===== src/ufd_pkg.sv =====
// Shared types and constants of the UTF-8 stream decoder.
package ufd_pkg;

   localparam int BYTE_W = 8;
   localparam int CP_W   = 21;

   localparam logic [CP_W-1:0] REPLACEMENT = 21'h00FFFD;

   localparam logic [1:0] PUSH_NONE = 2'd0;
   localparam logic [1:0] PUSH_ONE  = 2'd1;
   localparam logic [1:0] PUSH_TWO  = 2'd2;

   typedef struct packed {
      logic [CP_W-1:0] code_point;
      logic            bad_sequence;
      logic            last_of_run;
   } result_type;

   typedef struct packed {
      logic [1:0] count;
      result_type first;
      result_type second;
   } push_type;

endpackage


===== src/ufd_channel_if.sv =====
// Valid/ready channel interfaces for the byte input and the code point output.
interface ufd_req_if;
   logic                     valid;
   logic                     ready;
   logic [ufd_pkg::BYTE_W-1:0] data_byte;

   modport source (output valid, output data_byte, input ready);
   modport sink (input valid, input data_byte, output ready);
endinterface

interface ufd_rsp_if;
   logic                     valid;
   logic                     ready;
   logic [ufd_pkg::CP_W-1:0] code_point;
   logic                     bad_sequence;
   logic                     last_of_run;

   modport source (output valid, output code_point, output bad_sequence,
                   output last_of_run, input ready);
   modport sink (input valid, input code_point, input bad_sequence,
                 input last_of_run, output ready);
endinterface


===== src/ufd_front.sv =====
// Front end: accepts bytes, tracks the open sequence and produces zero to two results.
module ufd_front (
   input  logic                       clock,
   input  logic                       reset,
   input  logic                       accept,
   input  logic [ufd_pkg::BYTE_W-1:0] data_byte,
   output ufd_pkg::push_type          push
);

   typedef struct packed {
      logic                     emit;
      ufd_pkg::result_type      res;
      logic [1:0]               pending;
      logic [ufd_pkg::CP_W-1:0] partial;
   } lead_type;

   function automatic lead_type decode_lead(input logic [ufd_pkg::BYTE_W-1:0] b);
      lead_type l;
      l.emit             = 1'b1;
      l.res.code_point   = ufd_pkg::REPLACEMENT;
      l.res.bad_sequence = 1'b1;
      l.res.last_of_run  = 1'b1;
      l.pending          = 2'd0;
      l.partial          = '0;
      if (b[7] == 1'b0) begin
         l.res.code_point   = {{(ufd_pkg::CP_W-ufd_pkg::BYTE_W){1'b0}}, b};
         l.res.bad_sequence = 1'b0;
      end else if (b[7:5] == 3'b110) begin
         l.emit    = 1'b0;
         l.pending = 2'd1;
         l.partial = {{(ufd_pkg::CP_W-5){1'b0}}, b[4:0]};
      end else if (b[7:4] == 4'b1110) begin
         l.emit    = 1'b0;
         l.pending = 2'd2;
         l.partial = {{(ufd_pkg::CP_W-4){1'b0}}, b[3:0]};
      end else if (b[7:3] == 5'b11110) begin
         l.emit    = 1'b0;
         l.pending = 2'd3;
         l.partial = {{(ufd_pkg::CP_W-3){1'b0}}, b[2:0]};
      end
      return l;
   endfunction

   logic [1:0]               pending_ff, pending_in;
   logic [ufd_pkg::CP_W-1:0] partial_ff, partial_in;
   lead_type                 lead;
   logic                     is_cont;
   logic [ufd_pkg::CP_W-1:0] joined;

   always_comb begin
      lead    = decode_lead(data_byte);
      is_cont = (data_byte[7:6] == 2'b10);
      joined  = {partial_ff[ufd_pkg::CP_W-7:0], data_byte[5:0]};

      pending_in = pending_ff;
      partial_in = partial_ff;
      push.count = ufd_pkg::PUSH_NONE;
      push.first = lead.res;
      push.second = lead.res;

      if (accept) begin
         if (pending_ff != 2'd0) begin
            if (is_cont) begin
               pending_in = pending_ff - 2'd1;
               partial_in = joined;
               if (pending_ff == 2'd1) begin
                  push.count             = ufd_pkg::PUSH_ONE;
                  push.first.code_point   = joined;
                  push.first.bad_sequence = 1'b0;
                  push.first.last_of_run  = 1'b1;
                  partial_in             = '0;
               end
            end else begin
               push.first.code_point   = ufd_pkg::REPLACEMENT;
               push.first.bad_sequence = 1'b1;
               push.first.last_of_run  = !lead.emit;
               push.count = lead.emit ? ufd_pkg::PUSH_TWO : ufd_pkg::PUSH_ONE;
               pending_in = lead.pending;
               partial_in = lead.partial;
            end
         end else begin
            push.count = lead.emit ? ufd_pkg::PUSH_ONE : ufd_pkg::PUSH_NONE;
            pending_in = lead.pending;
            partial_in = lead.partial;
         end
      end
   end

   always_ff @(posedge clock) begin
      if (reset) begin
         pending_ff <= 2'd0;
         partial_ff <= '0;
      end else begin
         pending_ff <= pending_in;
         partial_ff <= partial_in;
      end
   end

   a_two_starts_bad: assert property (@(posedge clock) disable iff (reset)
      push.count == ufd_pkg::PUSH_TWO |-> push.first.bad_sequence && !push.first.last_of_run)
      else $error("double result must open with a replacement");

   a_push_needs_accept: assert property (@(posedge clock) disable iff (reset)
      !accept |-> push.count == ufd_pkg::PUSH_NONE)
      else $error("result pushed without a transaction");

   a_open_after_lead: assert property (@(posedge clock) disable iff (reset)
      accept && pending_ff == 2'd0 && data_byte[7:6] == 2'b11 && data_byte[7:3] != 5'b11111
      |=> pending_ff != 2'd0)
      else $error("valid lead did not open a sequence");

endmodule


===== src/ufd_queue.sv =====
// Result queue: takes up to two results per cycle from the front, hands one per cycle on.
module ufd_queue #(
   parameter int DEPTH = 4
) (
   input  logic                clock,
   input  logic                reset,
   input  ufd_pkg::push_type   push,
   output logic                has_room,
   input  logic                pop,
   output logic                not_empty,
   output ufd_pkg::result_type head
);

   localparam int PTR_W = (DEPTH > 1) ? $clog2(DEPTH) : 1;
   localparam int CNT_W = $clog2(DEPTH + 1);
   localparam logic [PTR_W-1:0] LAST_PTR = PTR_W'(DEPTH - 1);
   localparam logic [CNT_W-1:0] ROOM_MAX = CNT_W'(DEPTH - 2);
   localparam logic [CNT_W-1:0] FULL_CNT = CNT_W'(DEPTH);

   function automatic logic [PTR_W-1:0] next_ptr(input logic [PTR_W-1:0] p);
      return (p == LAST_PTR) ? '0 : p + PTR_W'(1);
   endfunction

   ufd_pkg::result_type mem [DEPTH];
   logic [PTR_W-1:0]    wr_ff, wr_in, rd_ff, rd_in;
   logic [CNT_W-1:0]    count_ff, count_in;

   assign has_room  = (count_ff <= ROOM_MAX);
   assign not_empty = (count_ff != '0);
   assign head      = mem[rd_ff];

   always_comb begin
      wr_in = wr_ff;
      case (push.count)
         ufd_pkg::PUSH_ONE: wr_in = next_ptr(wr_ff);
         ufd_pkg::PUSH_TWO: wr_in = next_ptr(next_ptr(wr_ff));
         default:           wr_in = wr_ff;
      endcase
      rd_in    = pop ? next_ptr(rd_ff) : rd_ff;
      count_in = count_ff + CNT_W'(push.count) - CNT_W'(pop);
   end

   always_ff @(posedge clock) begin
      if (push.count != ufd_pkg::PUSH_NONE) begin
         mem[wr_ff] <= push.first;
      end
      if (push.count == ufd_pkg::PUSH_TWO) begin
         mem[next_ptr(wr_ff)] <= push.second;
      end
   end

   always_ff @(posedge clock) begin
      if (reset) begin
         wr_ff    <= '0;
         rd_ff    <= '0;
         count_ff <= '0;
      end else begin
         wr_ff    <= wr_in;
         rd_ff    <= rd_in;
         count_ff <= count_in;
      end
   end

   a_no_overflow: assert property (@(posedge clock) disable iff (reset)
      count_ff <= FULL_CNT)
      else $error("queue overflow");

   a_no_underflow: assert property (@(posedge clock) disable iff (reset)
      pop |-> not_empty)
      else $error("pop from empty queue");

   a_push_has_room: assert property (@(posedge clock) disable iff (reset)
      push.count != ufd_pkg::PUSH_NONE |-> has_room)
      else $error("push without room");

endmodule


===== src/ufd_back.sv =====
// Back end: output register that drains the queue onto the result channel.
module ufd_back (
   input  logic                clock,
   input  logic                reset,
   input  logic                not_empty,
   input  ufd_pkg::result_type head,
   output logic                pop,
   ufd_rsp_if.source           rsp
);

   logic                valid_ff, valid_in;
   ufd_pkg::result_type data_ff, data_in;

   always_comb begin
      pop      = not_empty && (!valid_ff || rsp.ready);
      valid_in = pop || (valid_ff && !rsp.ready);
      data_in  = pop ? head : data_ff;
   end

   always_ff @(posedge clock) begin
      if (reset) begin
         valid_ff <= 1'b0;
      end else begin
         valid_ff <= valid_in;
      end
      data_ff <= data_in;
   end

   assign rsp.valid        = valid_ff;
   assign rsp.code_point   = data_ff.code_point;
   assign rsp.bad_sequence = data_ff.bad_sequence;
   assign rsp.last_of_run  = data_ff.last_of_run;

endmodule


===== src/utf8_stream_decoder.sv =====
// Top level of the UTF-8 stream decoder: front end, result queue and output register.
// A byte is taken whenever the result queue has two free slots, so bytes stream
// at one per cycle while the queue has room; the output register delivers one
// code point per cycle while the receiver is ready, so a byte that yields two
// results (an interrupted sequence followed by a byte that itself produces a result)
// needs an extra output slot, absorbed by the DEPTH-entry queue.
module utf8_stream_decoder #(
   parameter int DEPTH = 4
) (
   input logic       clock,
   input logic       reset,
   ufd_req_if.sink   req_chan,
   ufd_rsp_if.source rsp_chan
);

   ufd_pkg::push_type   push;
   ufd_pkg::result_type head;
   logic                has_room;
   logic                not_empty;
   logic                pop;
   logic                accept;

   assign req_chan.ready = has_room;
   assign accept         = req_chan.valid && has_room;

   ufd_front u_front (
      .clock     (clock),
      .reset     (reset),
      .accept    (accept),
      .data_byte (req_chan.data_byte),
      .push      (push)
   );

   ufd_queue #(.DEPTH(DEPTH)) u_queue (
      .clock     (clock),
      .reset     (reset),
      .push      (push),
      .has_room  (has_room),
      .pop       (pop),
      .not_empty (not_empty),
      .head      (head)
   );

   ufd_back u_back (
      .clock     (clock),
      .reset     (reset),
      .not_empty (not_empty),
      .head      (head),
      .pop       (pop),
      .rsp       (rsp_chan)
   );

endmodule


===== src/flat_wrapper.sv =====
// flat-port wrapper written by rule: the top's interface ports become plain ports
module utf8_stream_decoder_flat 
#(
   parameter int DEPTH = 4
)
  (clock, reset, req_chan_valid, req_chan_data_byte, req_chan_ready, rsp_chan_valid, rsp_chan_code_point, rsp_chan_bad_sequence, rsp_chan_last_of_run, rsp_chan_ready);
  ufd_req_if req_chan_i ();
  ufd_rsp_if rsp_chan_i ();
  input logic clock;
  input logic reset;
  input wire logic [$bits(req_chan_i.valid)-1:0] req_chan_valid;
  input wire logic [$bits(req_chan_i.data_byte)-1:0] req_chan_data_byte;
  output wire logic [$bits(req_chan_i.ready)-1:0] req_chan_ready;
  output wire logic [$bits(rsp_chan_i.valid)-1:0] rsp_chan_valid;
  output wire logic [$bits(rsp_chan_i.code_point)-1:0] rsp_chan_code_point;
  output wire logic [$bits(rsp_chan_i.bad_sequence)-1:0] rsp_chan_bad_sequence;
  output wire logic [$bits(rsp_chan_i.last_of_run)-1:0] rsp_chan_last_of_run;
  input wire logic [$bits(rsp_chan_i.ready)-1:0] rsp_chan_ready;
  assign req_chan_i.valid = req_chan_valid;
  assign req_chan_i.data_byte = req_chan_data_byte;
  assign req_chan_ready = req_chan_i.ready;
  assign rsp_chan_valid = rsp_chan_i.valid;
  assign rsp_chan_code_point = rsp_chan_i.code_point;
  assign rsp_chan_bad_sequence = rsp_chan_i.bad_sequence;
  assign rsp_chan_last_of_run = rsp_chan_i.last_of_run;
  assign rsp_chan_i.ready = rsp_chan_ready;
  utf8_stream_decoder #(.DEPTH(DEPTH)) u_core (.clock(clock), .reset(reset), .req_chan(req_chan_i), .rsp_chan(rsp_chan_i));
endmodule

===== config.mk =====
export PLATFORM = sky130hd
export DESIGN_NAME = utf8_stream_decoder_flat
export DESIGN_NICKNAME = d
export VERILOG_FILES = /design/src/ufd_pkg.sv /design/src/ufd_channel_if.sv /design/src/ufd_front.sv /design/src/ufd_queue.sv /design/src/ufd_back.sv /design/src/utf8_stream_decoder.sv /design/src/flat_wrapper.sv
export SDC_FILE = /design/constraint.sdc
export NUM_CORES = 1
export LEC_CHECK = 0
export BUFFER_PORTS_ARGS = -buffer_cell sky130_fd_sc_hd__buf_2
export CORE_ASPECT_RATIO = 0.7
export CORE_MARGIN = 4
export CORE_UTILIZATION = 36
export CTS_CLUSTER_DIAMETER = 40
export DETAILED_ROUTE_END_ITERATION = 7
export HOLD_SLACK_MARGIN = 0.06
export PLACE_DENSITY = 0.59
export SYNTH_ARGS = -nofsm -noshare
export SYNTH_HDL_FRONTEND = slang
export SYNTH_SLANG_ARGS = --single-unit

===== constraint.sdc =====
create_clock -name clock -period 9.87 [get_ports clock]
set_clock_uncertainty 0.15 [all_clocks]
set_input_delay 0.987 -clock clock [delete_from_list [all_inputs] [get_ports clock]]
set_output_delay 0.987 -clock clock [all_outputs]
set_load 0.005 [all_outputs]

# Yosys cells after proc, flatten, opt, wreduce, memory -nomap -nowiden
# Memory sizes are Yosys's and may differ from the RTL's. A register that Yosys moved wholly into a read port is not among the register bits.
# Cells that the tools add are included.
# word_totals
wordCells,65
n_memories,1
mem_bits_rw,92
regBits,25
input_bits,12
out_inout_bits,25
# mem_list
memory,words,width,read_ports,rd_ports_with_merged_regs,write_ports,line,source
u_core.u_queue.mem,4,23,1,1,2,ufd_queue.sv:24,ufd_pkg::result_type mem [DEPTH];
# op_classes
magnitude_cmp,1
reduce_logical,12
eq_ne,10
n_mux,29
add_sub_neg,6
# ops
operator,count
2-to-1 mux 23 bit,5
2-to-1 mux 25 bit,2
2-to-1 mux 15 bit,3
2-to-1 mux 24 bit,1
2-to-1 mux 17 bit,1
2-to-1 mux 2 bit,7
"equality test 2 bit, second input constant",5
2-to-1 mux 1 bit,9
"adder 2 x 1 -> 2 bit, second input constant",3
nonzero test 2 bit,3
"equality test 5 bit, second input constant",1
"equality test 2 x 1 -> 1 bit, second input constant",2
"equality test 4 bit, second input constant",1
one-hot mux 2 bit (2 select lines),1
adder 3 x 2 -> 3 bit,1
"equality test 3 bit, second input constant",1
"less-or-equal comparator 3 x 2 -> 1 bit, second input constant",1
logical AND 1 bit,3
zero test 1 bit,3
nonzero test 3 bit,1
subtractor 3 x 1 -> 3 bit,1
logical OR 1 bit,2
"subtractor 2 x 1 -> 2 bit, second input constant",1

# Longest topological paths before layout
# depth
word_depth,12
ltp_mapped,14
depth_no_buf,14

# Hierarchy
# Synthesis repeated with hierarchy kept, for this count alone.
# unflattened
cells_unflattened,481
hier_area_um2,7145.6
# modules_own_cells
mod,seq_area_each_um2,n_inst,cells_per_inst,area_each_um2
ufd_queue,2942.8,1,284,5142.4
ufd_front,340.3,1,168,1251.2
ufd_back,710.7,1,28,745.7
utf8_stream_decoder,0.0,1,1,6.3

# Worst setup path after synthesis
# OpenSTA, ideal clock, no wires.
# synth_path
path_kind,in2reg
from,input port rsp_chan_ready
to,register u_core.u_queue.count_ff[2]
path_buffers,0
path_slack_ns,5.798
setup_ns,0.128
t_arrival_ns,3.795
stages,10
required_ns,9.592
path_cell_list,inv_1 a21oi_1 ha_1 inv_1 ha_1 inv_1 fa_1 xnor2_1 xnor2_1 nor2_1
# synth_via
elab_chain_cells,3
# synth_rtl
element,line,source
"start, declared",flat_wrapper.sv:18,input wire logic [$bits(rsp_chan_i.ready)-1:0] rsp_chan_ready;
logical OR 1 bit,ufd_back.sv:15,pop = not_empty && (!valid_ff || rsp.ready);
logical AND 1 bit,ufd_back.sv:15,
net u_core.pop,utf8_stream_decoder.sv:20,logic pop;
subtractor 3 x 1 -> 3 bit,ufd_queue.sv:40,count_in = count_ff + CNT_W'(push.count) - CNT_W'(pop);
"end signal, assigned",ufd_queue.sv:60,count_ff <= count_in;
"end, declared",ufd_queue.sv:26,"logic [CNT_W-1:0] count_ff, count_in;"
# The timed path passes the listed nets, and every way through them passes these cells.
# A chain may end at the register's enable or synchronous reset.

==> metrics.md <==
| Metric | Value |
|---|---|
| CP arrival | 4.54 ns |
| Total routed wirelength | 14900 um |
| GPL Wtd Cong | 0.871 |
| Top cells by count, synth | 91 x edfxtp_1, 49 x dfxtp_1, 42 x o21ai_0 |
| Worst Hold Class | reg -> reg |
| Initial antenna violation count | 0 |
| Worst R2R Path Depth | 7 |
| Max Cap Viol | 0 |
| DR DRC count | 0 |
| Largest net degree at the start of global routing | 29 |
| Number of hold buffers added after CTS | 0 |
| Unrepaired setup endpoints after global routing | false |
| Clock buffer depth | 2 |
| Yosys top cell by area | edfxtp_1 |
| Tot GR Track Use | 15.5% |
| Final Hold Fails | 0 |
| Hold-critical path depth | 2 |
| Cts repair resizes | 0 |
| RR Endpoint | u_core.u_queue.mem[2][11]$_DFFE_PP_ |
| Power per Cell Area | 283 nW/um^2 |
| Critical path required time | 9.74 ns |
| Antenna viol nets, final | 0 |
| Yosys reg bits | 140 |
| Slew HR | 21.3% |
| Syn Area/Cell | 12.9 um^2 |
| Status | finished, final reports clean |
| Hold Path Sink | u_core.u_front.partial_ff[9]$_SDFFE_PP0N_ |
| Die W | 167 um |
| Area Growth Syn to Fin | 15.2% |
| WL per Instance | 19.4 um |
| Number of placed instances, taps included | 736 |
| Max VDD drop | 143 uV |
| Die area | 19900 um^2 |
| Post-DP HPWL | 9990 um |
| Synth Warn # | 0 |
| Via density | 5.61 |
| Final setup margin | 5.21 ns |
| Fin cells | 768 |
| Drt initial violations | 653 |
| Period minus WS final | 4.66 ns |
| Die height | 119 um |
| Post-synth top flop | edfxtp_1 |
| H-tree Lvls | 4 |
| CORE AREA | 17300 um^2 |
| Root Buffer | clkbuf_16 |
| Worst setup EP type | flip-flop |
| Worst setup SP type | primary input |
| Final setup violating endpoints | 0 |
| # diodes | 0 |
| Slew @ Worst Pin | 1.17 ns |
| Fin crit share | 47.3% |
| R2R setup slack | 5.52 ns |
| Post-synthesis instance total | 494 |
| DP Worst Slack | 4.92 ns |
| DRT Pass-1 Iters | 6 |
| Effective utilization at floorplan | 36.8% |
| Synth Cell Area | 6360 um^2 |
| Nets | 552 |
| Setup Fix Bufs, Post-CTS | 0 |
| R2R Path Start | u_core.u_queue.count_ff[1]$_SDFF_PP0_ |
| Vias in the first global route | 4141 |
| Synthesized Nets | 522 |
| Port bufs | 36 |
| Max Fclk | 214 MHz |
| Clk Latency, worst-skew pair | 0.43 ns |
| Clock-pin transition on the worst setup and hold timing paths | 0.06 ns |
| Worst hold start | u_core.u_front.partial_ff[9]$_SDFFE_PP0N_ |
| Io pins | 37 |
| GRT overflow | 0 |
| First-pass GRT wire length | 23900 um |
| CTS sink cnt | 140 |
| CTS tree | yes |
| Worst-path fanout max | 17 |
| Number of flops mapped to enable cells by yosys | 91 |
| Setup CP Type | in -> reg |
| Max-slew violation count | 0 |
| Ratio of cells with drive above 1 in the final layout | 21.8% |
| Synth cell types | 58 |
| Top-area cell type share of the netlist area | 43.0% |
| Most frequent cell after synthesis | edfxtp_1 |
| Cts bufs inserted | 17 |
| Row count | 40 |
| P_leak | 2.52 nW |
| FILL cells | 1588 |
| Seq/Total Area, Yosys | 58.4% |
| Leading post-synthesis cells by cell area | edfxtp_1 43%, dfxtp_1 15%, mux4_2 8.1% |
| Async S/R FF share, synth | 0% |
| Vias | 4307 |
| Setup TNS | 0 ns |
-- cell families after synthesis --
group,after synthesis,share of synthesized area (%)
compound gates,144,16.1
xor+xnor,3,0.413
fa+ha+maj,16,3.27
buf+inv,53,3.94
flops,140,58.4
mux,27,8.80
simple gates,111,9.07
-- layer usage --
layer	global-route usage, %	part of all wire, %
met1	23.4	47
met2	22.4	44
met3	3.45	7.4
met4	4.29	1.2
met5	0	0
-- per-stage QoR --
stage / hold WS, ns / util [%] / area, um^2 / total power, W
after global placement: 0.299 / 38.9 / 6710 / 0.00142
after global routing: 0.325 / 42.4 / 7320 / 0.00219
after detailed placement: 0.299 / 38.9 / 6710 / 0.00143
after CTS: 0.309 / 42.4 / 7320 / 0.00210
after floorplan: 0.282 / - / 6360 / 0.00125
final: 0.314 / 42.4 / 7320 / 0.00207
-- layout by cell type, fill, tap and decap left out, drive strengths merged, types with 5 or more instances in the layout --
master,instances
a21oi,38
a32o,20
inv,28
a31oi,5
clkinv,5
nor2,36
o21a,16
clkbuf,17
edfxtp,91
nand2,28
ha,15
mux4,23
o21ai,43
buf,39
a211oi,8
nand3,19
dfxtp,49
-- worst max path at each step --
stage                         startpoint                                    end  slack, ns  depth (start not counted)
after floorplan           rsp_chan_ready  u_core.u_queue.count_ff[2]$_SDFF_PP0_       5.80                         10
after global placement    req_chan_valid     u_core.u_queue.mem[2][1]$_DFFE_PP_       5.09                          8
after detailed placement  req_chan_valid     u_core.u_queue.mem[2][1]$_DFFE_PP_       4.92                          8
after CTS                 req_chan_valid    u_core.u_queue.mem[2][11]$_DFFE_PP_       5.34                          8
after global routing      req_chan_valid    u_core.u_queue.mem[2][11]$_DFFE_PP_       4.90                          8
final                     req_chan_valid    u_core.u_queue.mem[2][11]$_DFFE_PP_       5.21                          8
-- layout make-up --
class,instances,area (um^2),share of cell area [%]
well taps,231,289,3.95
clock buffers,17,425,5.81
inverters,25,98.8,1.35
flip-flops and latches,140,3710,50.7
repair buffers,39,203,2.77
clock inverters,15,188,2.56
multi-input cells,301,2410,32.9
-- worst max-delay path, cell delays in order --
cell and delay, ns:
buf_2 0.22, inv_2 0.11, nor2_1 0.72, nand2_1 0.25
ha_1 0.46, and2_1 0.31, nor2_1 0.83, inv_1 0.62
-- sequential cells by signal, indices dropped and copies added (netlist names) --
name                            flops
u_core.u_back.rsp.bad_sequence      1
u_core.u_back.rsp.valid             1
u_core.u_queue.wr_ff                2
u_core.u_back.rsp.last_of_run       1
u_core.u_front.pending_ff           2
u_core.u_queue.rd_ff                2
u_core.u_queue.mem                 92
u_core.u_front.partial_ff          15
u_core.u_back.rsp.code_point       21
u_core.u_queue.count_ff             3
-- power breakdown --
part / switching [W] / leakage (nW) / internal (W)
logic: 0.000327 / 1.03 / 0.000225
registers: 0.0000562 / 1.20 / 0.000803
clock network: 0.000262 / 0.286 / 0.000401
Power figures use the tool's default switching activity.
